--- config.mk ---
export PLATFORM = sky130hd
export DESIGN_NAME = tcc_addr_unit
export DESIGN_NICKNAME = d
export VERILOG_FILES = /design/src/rtl/tcc_addr_unit.sv
export SDC_FILE = /design/constraint.sdc
export NUM_CORES = 1
export LEC_CHECK = 0
export ABC_CLOCK_PERIOD_IN_PS = 4050
export BUFFER_PORTS_ARGS = -buffer_cell sky130_fd_sc_hd__buf_4
export CORE_AREA = 2 2 39 41
export DETAILED_ROUTE_END_ITERATION = 12
export DIE_AREA = 0 0 41 43
export GPL_TIMING_DRIVEN = 0
export SLEW_MARGIN = 20
export SYNTH_ARGS = -nofsm -noshare
export SYNTH_HDL_FRONTEND = slang
export SYNTH_SLANG_ARGS = --single-unit
--- constraint.sdc ---
create_clock -name vclk -period 4.05
set_clock_uncertainty 0.1 [all_clocks]
set_input_delay 0.405 -clock vclk [all_inputs]
set_output_delay 0.405 -clock vclk [all_outputs]
set_load 0.005 [all_outputs]
--- src/rtl/tcc_addr_unit.sv ---
// Shared cell address unit: row * COLUMNS + column.
`timescale 1ns / 1ps
module tcc_addr_unit #(
  parameter int COLUMNS = 80,
  parameter int ROWS    = 40
) (
  input  logic [5:0]                        row_i,
  input  logic [6:0]                        col_i,
  output logic [$clog2(ROWS*COLUMNS)-1:0]   addr_o
);

  localparam int AW = $clog2(ROWS * COLUMNS);

  // constant multiplier, small operands
  assign addr_o = AW'(int'(row_i) * COLUMNS + int'(col_i));

endmodule
==> flow_metrics.tcl <==
set metrics [dict create \
    gp_congestion 0.7685 \
    ctsHoldBuffers 0 \
    fmax_ghz 0.3484 \
    drc_errors 0 \
    num_rows 14 \
    vias 349 \
    start_util_pct 27.40 \
    ir_worst_vdd_mv 0.06400 \
    powerDensity_nw_per_um2 184.3 \
    io_buffers 21 \
    hold_depth 2 \
    totalPowerFinal_mw 0.1026 \
    status "finished, final reports clean" \
    vias_per_cell 4.418 \
    synth_area_um2 379.1 \
    nClkBuffers 0 \
    drive_above_1_share_pct 44.44 \
    placed_area_um2 556.8 \
    min_to "addr_o[0]" \
    cp_data_arrival_time_ns 2.37 \
    yosysTopAreaCellShare_pct 36.30 \
    fin_area_um2 556.8 \
    nets 91 \
    ys_warn_count 0 \
    clkPwrFrac_pct 0 \
    cts_resized 0 \
    cpMaxStageDelayCell "fa_1" \
    die-area_um2 1763 \
    antennaDiodeCount 0 \
    p_comb_share_pct 100.0 \
    die_w_um 41 \
    hp-class "input port to output port" \
    coreArea_um2 1384 \
    holdCritStartpoint "col_i[0]" \
    critPathLaunchType "input port" \
    wl_per_cell_um 9.025 \
    path_class "input port to output port" \
    first_pass_iters 2 \
    setup_viol 0 \
    synthTopCellsByCount "ha_1 (11), a21oi_1 (5), xor2_1 (5)" \
    grt_max_degree 5 \
    hold_violations 0 \
    seq_power_share_pct 0 \
    synth.most_common_cell "ha_1" \
    post-place-ws_ns 1.174 \
    drt_iter0_drc 3 \
    synth_area_leaders "ha_1 (36%), xor2_1 (12%), fa_1 (11%)" \
    place_hpwl_um 679.5 \
    area_delta_synth_final_pct 46.86 \
    track_usage_pct 8.826 \
    relSlewSlack_pct 76.48 \
    seq_cell_count 0 \
    drv_cap 0 \
    p_int_mw 0.05968 \
    fin_setup_tns_ns 0 \
    ant_nets 0 \
    cpPeakStageDelay_ns 0.43 \
    swShare_pct 41.84 \
    slew_violations 0 \
    regArea_um2 0 \
    overflow 0 \
    grt_pass1_wl_mm 1.173 \
    dp_cells 79 \
    fillCellCount 147 \
    netlist_instances 42 \
    worstSetupEndpointType "output port" \
    fin_cells 79 \
    synth.distinct_cells 15 \
    cpLargestDelayFamily "adder cells" \
    fin_crit_ns 2.870 \
    rsz0062_at_grt "no" \
    power.switching_mw 0.04293 \
    syn-num-nets 68 \
    fin_ws_ns 1.180 \
    fin_crit_sh_pct 70.87 \
    worst_slew_pin_slew_ns 0.3528 \
    io_pins 25 \
    critPathRequiredTime_ns 3.54 \
    drt-total-wl_um 713 \
    grt_pass1_vias 310 \
    yosysSeqAreaShare_pct 0 \
    path_cells "buf_4, ha_1, ha_1, fa_1, xor2_1, nand3_1, nor4_2, xnor2_1, buf_4" \
    synth_area_per_cell_um2 9.027 \
    die_y_um 43 \
    cts_setup_buffers 0 \
    path_depth 9 \
    antenna_found_initial 0 \
    yosysTopAreaCell "ha_1" \
    crit_fanout 3 \
    critical_path_buf_inv_count 2 \
    leakage_nw 0.2977 \
]
## cells by family after synthesis
group	after synthesis	share of synthesized area (%)
adders and majority gates	13	46.86
and+or+nand+nor	9	14.85
xor gates and xnor gates	8	18.48
AOI/OAI and AO/OA	7	10.89
buffers and inverters	5	8.910
## stage by stage
step	utilization [%]	hold slack, ns
after floorplan	-	0.7908
after global placement	40.24	0.8761
after detailed placement	40.24	0.8766
after CTS	40.24	0.8764
after global routing	40.24	0.8808
final	40.24	0.8755
## how the worst max path moves through the flow
stage	startpoint	to	slack [ns]
after floorplan	row_i[1]	addr_o[11]	1.53
after global placement	row_i[1]	addr_o[11]	1.19
after detailed placement	row_i[1]	addr_o[11]	1.17
after CTS	row_i[1]	addr_o[11]	1.17
after global routing	row_i[1]	addr_o[11]	1.05
final	row_i[1]	addr_o[11]	1.18
## power groups by stage
stage / clock network, mW / registers [mW] / logic (mW)
final: 0 / 0 / 0.103
after floorplan: 0 / 0 / 0.0580
after global routing: 0 / 0 / 0.116
after detailed placement: 0 / 0 / 0.104
after global placement: 0 / 0 / 0.102
after CTS: 0 / 0 / 0.105
## area by class of cell
type / instances / area, um^2 / area share, %
buffer: 4 / 30.03 / 5.393
multi-input combinational: 37 / 345.3 / 62.02
timing repair buffer: 21 / 157.7 / 28.31
tap: 16 / 20.02 / 3.596
inverter: 1 / 3.754 / 0.6742
## routing by layer
metal  routed length (um)  part of all wire [%]  up-vias  GRT usage (%)
met3                   76                    11        0              0
met5                    0                     0        -              0
li1                     -                     -      188              -
met4                    0                     0        0              0
met1                  313                    44      144          12.18
met2                  322                    45       17          15.63
## layout by cell type, fill, tap and decap left out
cell type	count
xnor2_1	3
a21o_1	1
a21oi_1	5
nor2_1	2
fa_1	2
xor2_1	5
nor4_2	1
nand3_1	3
buf_4	25
ha_1	11
inv_1	1
nand2_1	1
a21o_2	1
and3_4	1
nor2b_1	1
(Power assumes the default switching activity.)
